==> src/design/gsr_pkg.sv <==
// shared types and constants for the gamepad shift reader
// no dependencies; imported by the sequencer, the output buffer and the top level
package gsr_pkg;

    localparam int BUTTON_BITS = 16;
    localparam int BIT_IDX_W   = $clog2(BUTTON_BITS + 1);
    localparam int BUTTONS_W   = 16;
    localparam int PERIOD_W    = 20;
    localparam int TIMER_W     = 8;
    localparam int CFG_DATA_W  = 20;
    localparam int CFG_INDEX_W = 2;

    localparam logic [PERIOD_W-1:0]    COUNT_MAX   = {PERIOD_W{1'b1}};
    localparam logic [BUTTON_BITS-1:0] WORD_ONES   = {BUTTON_BITS{1'b1}};

    // register indexes of the configuration port
    localparam logic [CFG_INDEX_W-1:0] REG_READ_PERIOD = 2'd0;
    localparam logic [CFG_INDEX_W-1:0] REG_LATCH       = 2'd1;
    localparam logic [CFG_INDEX_W-1:0] REG_CLOCK_HALF  = 2'd2;

    localparam logic [PERIOD_W-1:0] RESET_READ_PERIOD = 20'd16667;
    localparam logic [TIMER_W-1:0]  RESET_LATCH       = 8'd12;
    localparam logic [TIMER_W-1:0]  RESET_CLOCK_HALF  = 8'd5;

    typedef enum logic [1:0] {
        PH_IDLE     = 2'd0,
        PH_LATCH    = 2'd1,
        PH_CLK_LOW  = 2'd2,
        PH_CLK_HIGH = 2'd3
    } phase_t;

    typedef enum logic [1:0] {
        ST_NONE         = 2'd0,
        ST_CHANGED      = 2'd1,
        ST_UNCHANGED    = 2'd2,
        ST_DISCONNECTED = 2'd3
    } status_t;

    typedef struct packed {
        logic [PERIOD_W-1:0] read_period_ticks;
        logic [TIMER_W-1:0]  latch_ticks;
        logic [TIMER_W-1:0]  clock_half_ticks;
    } cfg_t;

    typedef struct packed {
        logic                 latch_level;
        logic                 clock_level;
        logic [BUTTONS_W-1:0] buttons;
        status_t              read_status;
    } result_t;

endpackage

==> src/design/gamepad_shift_reader_core.sv <==
// top level of the gamepad shift reader: configuration registers and channels
// depends on gsr_pkg, gsr_sequencer and gsr_out_buffer
//
// Reads a serial gamepad through its latch, clock and data pins. Each input
// transfer is one timebase tick (normally one microsecond) carrying the data
// pin level; each tick yields exactly one output transfer with the latch and
// clock pin levels for that tick, the most recent button word (bit set means
// pressed) and a status that is nonzero on the tick a read finishes: 1 changed,
// 2 unchanged, 3 disconnected (all buttons seen pressed; the compare word is not
// updated). A read starts once read_period_ticks ticks have passed since the
// end of the last latch pulse, holds latch for latch_ticks ticks, then clocks
// in 16 bits msb first, each with clock_half_ticks low then high. The block
// takes one tick per clock cycle: the whole tick update is one pass through
// the sequencer, whose result lands in a two-entry output buffer, so input
// transfers continue while one result waits and stall only once both entries
// hold results. Configuration writes take effect on the next edge and should
// be made while no transfer is in flight.
module gamepad_shift_reader_core (
    input  logic                            clk,
    input  logic                            rst_n,
    // configuration write port
    input  logic                            cfg_write,
    input  logic [gsr_pkg::CFG_INDEX_W-1:0] cfg_index,
    input  logic [gsr_pkg::CFG_DATA_W-1:0]  cfg_data,
    // tick input channel
    input  logic                            in_valid,
    output logic                            in_stall,
    input  logic                            data_level,
    // result output channel
    output logic                            out_valid,
    input  logic                            out_stall,
    output logic                            latch_level,
    output logic                            clock_level,
    output logic [gsr_pkg::BUTTONS_W-1:0]   buttons,
    output logic [1:0]                      read_status
);
    import gsr_pkg::*;

    cfg_t    cfg_reg;
    result_t step_result;
    result_t out_result;
    logic    in_take;
    logic    buffer_full;

    // configuration registers, indexes beyond the list are ignored
    always_ff @(posedge clk or negedge rst_n)
    begin
        if (!rst_n)
        begin
            cfg_reg.read_period_ticks <= RESET_READ_PERIOD;
            cfg_reg.latch_ticks       <= RESET_LATCH;
            cfg_reg.clock_half_ticks  <= RESET_CLOCK_HALF;
        end
        else if (cfg_write)
        begin
            case (cfg_index)
                REG_READ_PERIOD: cfg_reg.read_period_ticks <= cfg_data[PERIOD_W-1:0];
                REG_LATCH:       cfg_reg.latch_ticks       <= cfg_data[TIMER_W-1:0];
                REG_CLOCK_HALF:  cfg_reg.clock_half_ticks  <= cfg_data[TIMER_W-1:0];
                default:         ;
            endcase
        end
    end

    // an input transfer happens whenever the buffer still has a free entry
    assign in_stall = buffer_full;
    assign in_take  = in_valid && !buffer_full;

    // one tick of the read sequence per accepted transfer
    gsr_sequencer u_sequencer (
        .clk        (clk),
        .rst_n      (rst_n),
        .step       (in_take),
        .data_level (data_level),
        .cfg        (cfg_reg),
        .result     (step_result)
    );

    // result register with skid entry toward the output channel
    gsr_out_buffer u_out_buffer (
        .clk       (clk),
        .rst_n     (rst_n),
        .push      (in_take),
        .push_data (step_result),
        .full      (buffer_full),
        .out_valid (out_valid),
        .out_stall (out_stall),
        .out_data  (out_result)
    );

    assign latch_level = out_result.latch_level;
    assign clock_level = out_result.clock_level;
    assign buttons     = out_result.buttons;
    assign read_status = out_result.read_status;

endmodule

==> src/design/gsr_sequencer.sv <==
// per-tick read sequencer: phase machine, timers, shift word and classification
// depends on gsr_pkg
module gsr_sequencer (
    input  logic            clk,
    input  logic            rst_n,
    input  logic            step,
    input  logic            data_level,
    input  gsr_pkg::cfg_t   cfg,
    output gsr_pkg::result_t result
);
    import gsr_pkg::*;

    phase_t                 phase_reg, phase_next;
    logic [TIMER_W-1:0]     timer_reg, timer_next;
    logic [BIT_IDX_W-1:0]   bit_reg, bit_next;
    logic [BUTTON_BITS-1:0] shift_reg, shift_next;
    logic [PERIOD_W-1:0]    count_reg, count_next;
    logic [BUTTON_BITS-1:0] captured_reg, captured_next;
    logic [BUTTON_BITS-1:0] previous_reg, previous_next;

    logic [TIMER_W-1:0]     timer_inc;
    logic [PERIOD_W-1:0]    count_inc;
    logic [BIT_IDX_W-1:0]   bit_inc;
    logic [BUTTON_BITS-1:0] word;
    logic                   latch_done;
    logic                   half_done;
    status_t                status;

    always_ff @(posedge clk or negedge rst_n)
    begin
        if (!rst_n)
        begin
            phase_reg    <= PH_IDLE;
            timer_reg    <= '0;
            bit_reg      <= '0;
            shift_reg    <= '0;
            count_reg    <= '0;
            captured_reg <= '0;
            previous_reg <= WORD_ONES;
        end
        else if (step)
        begin
            phase_reg    <= phase_next;
            timer_reg    <= timer_next;
            bit_reg      <= bit_next;
            shift_reg    <= shift_next;
            count_reg    <= count_next;
            captured_reg <= captured_next;
            previous_reg <= previous_next;
        end
    end

    // a zero length is met by any count, so it ends after one tick; a timer roll over also ends it
    assign timer_inc  = timer_reg + 1'b1;
    assign latch_done = (timer_inc >= cfg.latch_ticks) || (timer_inc == '0);
    assign half_done  = (timer_inc >= cfg.clock_half_ticks) || (timer_inc == '0);
    assign count_inc  = (count_reg == COUNT_MAX) ? count_reg : count_reg + 1'b1;
    assign bit_inc    = bit_reg + 1'b1;
    assign word       = ~shift_reg;

    always_comb
    begin
        phase_next    = phase_reg;
        timer_next    = timer_reg;
        bit_next      = bit_reg;
        shift_next    = shift_reg;
        count_next    = count_reg;
        captured_next = captured_reg;
        previous_next = previous_reg;
        status        = ST_NONE;
        result.latch_level = 1'b0;
        result.clock_level = 1'b1;

        case (phase_reg)
            PH_IDLE:
            begin
                count_next = count_inc;
                if (count_inc >= cfg.read_period_ticks)
                begin
                    phase_next = PH_LATCH;
                    timer_next = '0;
                end
            end
            PH_LATCH:
            begin
                result.latch_level = 1'b1;
                timer_next = timer_inc;
                if (latch_done)
                begin
                    phase_next = PH_CLK_LOW;
                    timer_next = '0;
                    bit_next   = '0;
                    shift_next = '0;
                    count_next = '0;
                end
            end
            PH_CLK_LOW:
            begin
                result.clock_level = 1'b0;
                count_next = count_inc;
                timer_next = timer_inc;
                if (half_done)
                begin
                    // msb first
                    shift_next = {shift_reg[BUTTON_BITS-2:0], data_level};
                    phase_next = PH_CLK_HIGH;
                    timer_next = '0;
                end
            end
            default:
            begin
                count_next = count_inc;
                timer_next = timer_inc;
                if (half_done)
                begin
                    timer_next = '0;
                    if (bit_inc >= BIT_IDX_W'(BUTTON_BITS))
                    begin
                        captured_next = word;
                        if (word == WORD_ONES)
                            status = ST_DISCONNECTED;
                        else if (word != previous_reg)
                        begin
                            previous_next = word;
                            status = ST_CHANGED;
                        end
                        else
                            status = ST_UNCHANGED;
                        phase_next = PH_IDLE;
                        bit_next   = '0;
                    end
                    else
                    begin
                        bit_next   = bit_inc;
                        phase_next = PH_CLK_LOW;
                    end
                end
            end
        endcase

        result.buttons     = BUTTONS_W'(captured_next);
        result.read_status = status;
    end

endmodule

==> src/design/gsr_out_buffer.sv <==
// two-entry output buffer: result register plus skid register
// depends on gsr_pkg
module gsr_out_buffer (
    input  logic             clk,
    input  logic             rst_n,
    input  logic             push,
    input  gsr_pkg::result_t push_data,
    output logic             full,
    output logic             out_valid,
    input  logic             out_stall,
    output gsr_pkg::result_t out_data
);
    import gsr_pkg::*;

    logic    main_valid_reg;
    logic    skid_valid_reg;
    result_t main_reg;
    result_t skid_reg;
    logic    take;

    assign take      = main_valid_reg && !out_stall;
    assign full      = skid_valid_reg;
    assign out_valid = main_valid_reg;
    assign out_data  = main_reg;

    always_ff @(posedge clk or negedge rst_n)
    begin
        if (!rst_n)
        begin
            main_valid_reg <= 1'b0;
            skid_valid_reg <= 1'b0;
        end
        else if (!main_valid_reg || take)
        begin
            main_valid_reg <= skid_valid_reg || push;
            skid_valid_reg <= 1'b0;
        end
        else if (push)
            skid_valid_reg <= 1'b1;
    end

    always_ff @(posedge clk)
    begin
        if (!main_valid_reg || take)
            main_reg <= skid_valid_reg ? skid_reg : push_data;
        else if (push)
            skid_reg <= push_data;
    end

endmodule
==> config.mk <==
export PLATFORM = sky130hd
export DESIGN_NAME = gamepad_shift_reader_core
export DESIGN_NICKNAME = d
export VERILOG_FILES = /design/src/design/gsr_pkg.sv /design/src/design/gamepad_shift_reader_core.sv /design/src/design/gsr_sequencer.sv /design/src/design/gsr_out_buffer.sv
export SDC_FILE = /design/constraint.sdc
export NUM_CORES = 1
export LEC_CHECK = 0
export ABC_AREA = 0
export BUFFER_PORTS_ARGS = -buffer_cell sky130_fd_sc_hd__buf_2
export CAP_MARGIN = 20
export CORE_AREA = 2 2 98 147
export DETAILED_ROUTE_END_ITERATION = 10
export DIE_AREA = 0 0 100 149
export GPL_TIMING_DRIVEN = 0
export PLACE_DENSITY = 0.79
export SLEW_MARGIN = 0
export SYNTH_ARGS = -nofsm -noshare
export SYNTH_HDL_FRONTEND = slang
export SYNTH_SLANG_ARGS = --single-unit
export TNS_END_PERCENT = 20
==> constraint.sdc <==
create_clock -name clk -period 4.8 [get_ports clk]
set_input_delay 0 -clock clk [delete_from_list [all_inputs] [get_ports clk]]
set_output_delay 0 -clock clk [all_outputs]
set_load 0.01 [all_outputs]
==> load_flow_metrics.sql <==
INSERT INTO impl_metrics (metric_group, metric, value, unit) VALUES
('power_and_ir_drop', 'pwr-share-clk', '29.4', '%'),
('grt', 'initial_antenna_violation_count', '0', ''),
('sta', 'hold_violations', '0', ''),
('floorplanning', 'fp.dieW', '100', 'um'),
('setup_path', 'critical_path.max_fanout', '10', ''),
('sta', 'timing.max_slew.rel_slack', '33.50', '%'),
('placement', 'port_buffers', '49', ''),
('cts', 'holdBufCountCts', '23', ''),
('route', 'via_count', '6304', ''),
('cells_and_area', 'largest_reg_flops', '36', ''),
('cts', 'clock_latency_on_the_worst_skew_pair', '0.42', 'ns'),
('worst_hold_path', 'hold_path.class', 'primary input to asynchronous set/reset pin', ''),
('route', 'drtAntennaViolNets', '0', ''),
('cts', 'clk_pin_slew', '0.07', 'ns'),
('sta', 'max_slew_violation_count', '0', ''),
('grt', 'grt_overflow_total', '0', ''),
('power_and_ir_drop', 'p_leak', '4.224', 'nW'),
('cts', 'clock-sinks', '161', ''),
('cells_and_area', 'final_cells', '1051', ''),
('yosys', 'post_synth.cell_area_avg', '10.44', 'sq um'),
('yosys', 'synth-seq-area-share', '52.28', '%'),
('setup_path', 'worst_setup_path_end_kind', 'flip-flop', ''),
('route', 'wire_length_reported_by_the_detailed_router', '19070', 'um'),
('floorplanning', 'floorplan.io_pins', '50', ''),
('sta', 'grt_setup_unrepaired', 'false', ''),
('yosys', 'synth_area', '8152', 'sq um'),
('power_and_ir_drop', 'pwr-share-comb', '31.2', '%'),
('cts', 'cts_htree_levels', '4', ''),
('yosys', 'ys_types', '63', ''),
('cells_and_area', 'fillers', '999', ''),
('cts', 'post_cts.resized_instances', '0', ''),
('job', 'max-cap-violations', '0', ''),
('power_and_ir_drop', 'total_switching_power', '1.638', 'mW'),
('setup_path', 'worstPathArrival', '4.37', 'ns'),
('yosys', 'synth_seq_cells', '161', ''),
('power_and_ir_drop', 'ir_drop', '0.3113', 'mV'),
('cts', 'cts.path.max_buffers', '2', ''),
('yosys', 'ys_warn_count', '0', ''),
('placement', 'place.detailed.instances', '996', ''),
('yosys', 'asyncSetResetFlopFracSynth', '75.16', '%'),
('setup_path', 'setup.worst_path.class', 'flip-flop to flip-flop', ''),
('floorplanning', 'floorplan.initialDensity', '59.10', '%'),
('route', 'post_detailed_route_via_to_cell_ratio', '5.998', ''),
('power_and_ir_drop', 'swShare', '35.80', '%'),
('yosys', 'syn-instance-count', '781', ''),
('grt', 'grt_max_degree', '93', ''),
('yosys', 'dominantRegCellSynth', 'sky130_fd_sc_hd__dfrtp_1', ''),
('floorplanning', 'core_area', '13790', 'sq um'),
('route', 'routed_wire_length_per_instance', '18.14', 'um'),
('status', 'status', 'complete, no violations', ''),
('sta', 'fin_worst_skew', '0.01532', 'ns'),
('setup_path', 'worst_setup_path_start_kind', 'flip-flop', ''),
('grt', 'grt_first_pass_wirelength', '31200', 'um'),
('floorplanning', 'dieHeight', '149', 'um'),
('setup_path', 'worst-endpoint-required', '5.08', 'ns'),
('cts', 'cts_root_buffer', 'sky130_fd_sc_hd__clkbuf_16', ''),
('grt', 'gr-usage-all-layers', '26.68', '%'),
('sta', 'worst-slew-pin-transition', '0.9964', 'ns'),
('cells_and_area', 'drive_gt1_share', '18.51', '%'),
('cts', 'cts_tree', 'yes', ''),
('floorplanning', 'core.rowCount', '53', ''),
('power_and_ir_drop', 'internal_power', '2.938', 'mW'),
('grt', 'grt_pass1_vias', '6396', ''),
('sta', 'period_needed', '4.085', 'ns'),
('route', 'drc_errors', '0', ''),
('placement', 'place_congestion', '0.8710', ''),
('power_and_ir_drop', 'sequentialPowerShare', '39.3', '%'),
('sta', 'final.period_utilization', '85.11', '%'),
('floorplanning', 'floorplan.die_area', '14900', 'sq um'),
('cells_and_area', 'diodes', '0', ''),
('yosys', 'synthesis.nets', '852', ''),
('sta', 'fmax', '0.2448', 'GHz'),
('yosys', 'synth_edf_count', '40', ''),
('cts', 'tritoncts.num_buffers', '17', ''),
('cells_and_area', 'layout-area-overhead-vs-synth', '16.09', '%'),
('route', 'drtPass1Iterations', '5', ''),
('route', 'detailedRoute.firstIterationViolations', '356', ''),
('power_and_ir_drop', 'power_density', '483.6', 'nW/um^2'),
('cells_and_area', 'finish.net_count', '944', ''),
('placement', 'post_detail_place_hpwl', '13670', 'um'),
('sta', 'report.final.setup_viol', '0', ''),
('cts', 'number_of_setup_buffers_added_after_cts', '0', ''),
('sta', 'fin_setup_tns', '0', 'ns');
[stage by stage]
step | utilization [%] | cell area (sq um) | hold WS [ns] | power [mW] | worst slack, ns
after detailed placement | 62.64 | 8640 | -0.1049 | 3.196 | 0.8453
after CTS | 68.60 | 9463 | 0.02017 | 4.571 | 0.7935
final | 68.60 | 9463 | 0.02765 | 4.576 | 0.7148
after floorplan | - | 8152 | -0.2956 | 2.778 | 1.469
after global placement | 62.37 | 8603 | 0.2052 | 3.091 | 0.8969
after global routing | 68.60 | 9463 | 0.05181 | 4.844 | 0.4291
[path summary, 6_finish.rpt]
path / startpoint / end / slack (ns) / depth (start not counted)
min: rst_n / u_sequencer.timer_reg[3]$_DFFE_PN0P_ / 0.03 / 2
min reg2reg: u_sequencer.bit_reg[3]$_DFFE_PN0P_ / u_sequencer.bit_reg[3]$_DFFE_PN0P_ / 0.49 / 1
max reg2reg: u_sequencer.count_reg[6]$_DFFE_PN0P_ / u_sequencer.timer_reg[2]$_DFFE_PN0P_ / 0.71 / 16
max: u_sequencer.count_reg[6]$_DFFE_PN0P_ / u_sequencer.timer_reg[2]$_DFFE_PN0P_ / 0.71 / 16
max in group asynchronous: rst_n / cfg_reg[20]$_DFFE_PN1P_ / 4.01 / 3
min in group clk: cfg_index[1] / cfg_reg[24]$_DFFE_PN1P_ / 0.15 / 5
[power by group through the flow]
| stage | Sequential, mW | Clock [mW] | Combinational [mW] |
|---|---|---|---|
| floorplan | 1.78 | 0 | 0.996 |
| global placement | 1.80 | 0 | 1.29 |
| detailed placement | 1.82 | 0 | 1.38 |
| CTS | 1.79 | 1.36 | 1.41 |
| global route | 1.82 | 1.43 | 1.60 |
| finish | 1.80 | 1.35 | 1.43 |
[cell usage in the layout (no fill, tap or decap), types with 4 or more instances in the layout]
master	n
sky130_fd_sc_hd__a21o_1	5
sky130_fd_sc_hd__a21oi_1	28
sky130_fd_sc_hd__a22o_1	21
sky130_fd_sc_hd__and3_1	8
sky130_fd_sc_hd__buf_2	54
sky130_fd_sc_hd__clkbuf_1	25
sky130_fd_sc_hd__clkbuf_16	17
sky130_fd_sc_hd__dfrtp_1	95
sky130_fd_sc_hd__dfstp_2	26
sky130_fd_sc_hd__dlygate4sd3_1	23
sky130_fd_sc_hd__edfxtp_1	40
sky130_fd_sc_hd__ha_1	43
sky130_fd_sc_hd__inv_1	47
sky130_fd_sc_hd__inv_8	4
sky130_fd_sc_hd__mux2_2	37
sky130_fd_sc_hd__nand2_1	116
sky130_fd_sc_hd__nand2b_1	8
sky130_fd_sc_hd__nand3_1	21
sky130_fd_sc_hd__nand4_1	12
sky130_fd_sc_hd__nor2_1	21
sky130_fd_sc_hd__nor3_1	15
sky130_fd_sc_hd__nor4_1	8
sky130_fd_sc_hd__o21ai_0	82
sky130_fd_sc_hd__o21ai_1	16
sky130_fd_sc_hd__o31ai_1	5
sky130_fd_sc_hd__xnor2_1	15
sky130_fd_sc_hd__xor2_1	19
[routing by layer]
layer | track usage (%) | routed length (um)
met5 | 0 | 0
met4 | 12.81 | 700
met3 | 4.405 | 754
met2 | 48.51 | 10460
met1 | 30.08 | 7151
[synth_stat cells (2+ instances only)]
cell / instances / area, sq um
sky130_fd_sc_hd__a2111oi_0: 2 / 17.52
sky130_fd_sc_hd__a211oi_1: 2 / 15.01
sky130_fd_sc_hd__a21o_1: 5 / 37.54
sky130_fd_sc_hd__a21oi_1: 28 / 140.1
sky130_fd_sc_hd__a22o_1: 21 / 183.9
sky130_fd_sc_hd__a311o_1: 2 / 20.02
sky130_fd_sc_hd__a31o_2: 3 / 26.28
sky130_fd_sc_hd__and2_0: 2 / 12.51
sky130_fd_sc_hd__and3_1: 8 / 50.05
sky130_fd_sc_hd__buf_1: 2 / 7.510
sky130_fd_sc_hd__buf_2: 6 / 30.03
sky130_fd_sc_hd__clkbuf_1: 25 / 93.84
sky130_fd_sc_hd__dfrtp_1: 95 / 2377
sky130_fd_sc_hd__dfstp_2: 26 / 683.2
sky130_fd_sc_hd__edfxtp_1: 40 / 1201
sky130_fd_sc_hd__ha_1: 43 / 538.0
sky130_fd_sc_hd__inv_1: 47 / 176.4
sky130_fd_sc_hd__mux2_2: 37 / 416.7
sky130_fd_sc_hd__mux2i_1: 3 / 30.03
sky130_fd_sc_hd__nand2_1: 116 / 435.4
sky130_fd_sc_hd__nand2b_1: 8 / 50.05
sky130_fd_sc_hd__nand3_1: 21 / 105.1
sky130_fd_sc_hd__nand3b_1: 2 / 15.01
sky130_fd_sc_hd__nand4_1: 12 / 75.07
sky130_fd_sc_hd__nor2_1: 22 / 82.58
sky130_fd_sc_hd__nor2b_1: 3 / 18.77
sky130_fd_sc_hd__nor3_1: 15 / 75.07
sky130_fd_sc_hd__nor3b_1: 2 / 15.01
sky130_fd_sc_hd__nor4_1: 8 / 50.05
sky130_fd_sc_hd__o21ai_0: 82 / 410.4
sky130_fd_sc_hd__o21ai_1: 16 / 80.08
sky130_fd_sc_hd__o221ai_1: 2 / 17.52
sky130_fd_sc_hd__o22ai_1: 2 / 12.51
sky130_fd_sc_hd__o31ai_1: 5 / 37.54
sky130_fd_sc_hd__o41ai_1: 2 / 17.52
sky130_fd_sc_hd__or2_2: 3 / 18.77
sky130_fd_sc_hd__or3_1: 3 / 18.77
sky130_fd_sc_hd__or4_1: 3 / 22.52
sky130_fd_sc_hd__xnor2_1: 15 / 131.4
sky130_fd_sc_hd__xor2_1: 19 / 166.4
[final cells by class]
cell class	instances	area, sq um	share of cell area [%]
tap	165	206.4	2.182
sequential	161	4262	45.04
multi-input combinational	538	3570	37.72
clock inverter	15	167.7	1.772
clock buffer	17	425.4	4.496
buffer	34	142.6	1.507
inverter	48	180.2	1.904
timing repair buffer	73	509.2	5.381
[critical path, cell delays in order, from the launching register on]
cell,delay (ns)
sky130_fd_sc_hd__dfrtp_1,0.36
sky130_fd_sc_hd__clkbuf_1,0.17
sky130_fd_sc_hd__and3_1,0.23
sky130_fd_sc_hd__and3_1,0.23
sky130_fd_sc_hd__nand4_1,0.14
sky130_fd_sc_hd__clkbuf_1,0.42
sky130_fd_sc_hd__nand3_1,0.24
sky130_fd_sc_hd__xnor2_1,0.22
sky130_fd_sc_hd__ha_1,0.33
sky130_fd_sc_hd__a21o_1,0.12
sky130_fd_sc_hd__nand3_1,0.07
sky130_fd_sc_hd__a2111oi_0,0.43
sky130_fd_sc_hd__nor3b_1,0.09
sky130_fd_sc_hd__a31o_2,0.34
sky130_fd_sc_hd__clkbuf_1,0.23
sky130_fd_sc_hd__o21ai_0,0.21
sky130_fd_sc_hd__o41ai_1,0.11
[logic make-up (layout without fill, tap and decap cells)]
logic type               after synthesis  in the layout  synth area share, %
multiplexers                          40             40                5.480
flip-flops                           161            161                52.28
AND/OR/NAND/NOR                      235            235                13.85
XOR/XNOR                              34             34                3.653
AO/OA/AOI/OAI                        186            186                14.18
adder cells (fa/ha/maj)               43             43                6.600
buffers and inverters                 82            187                3.960
Power figures use the tool's default switching activity.
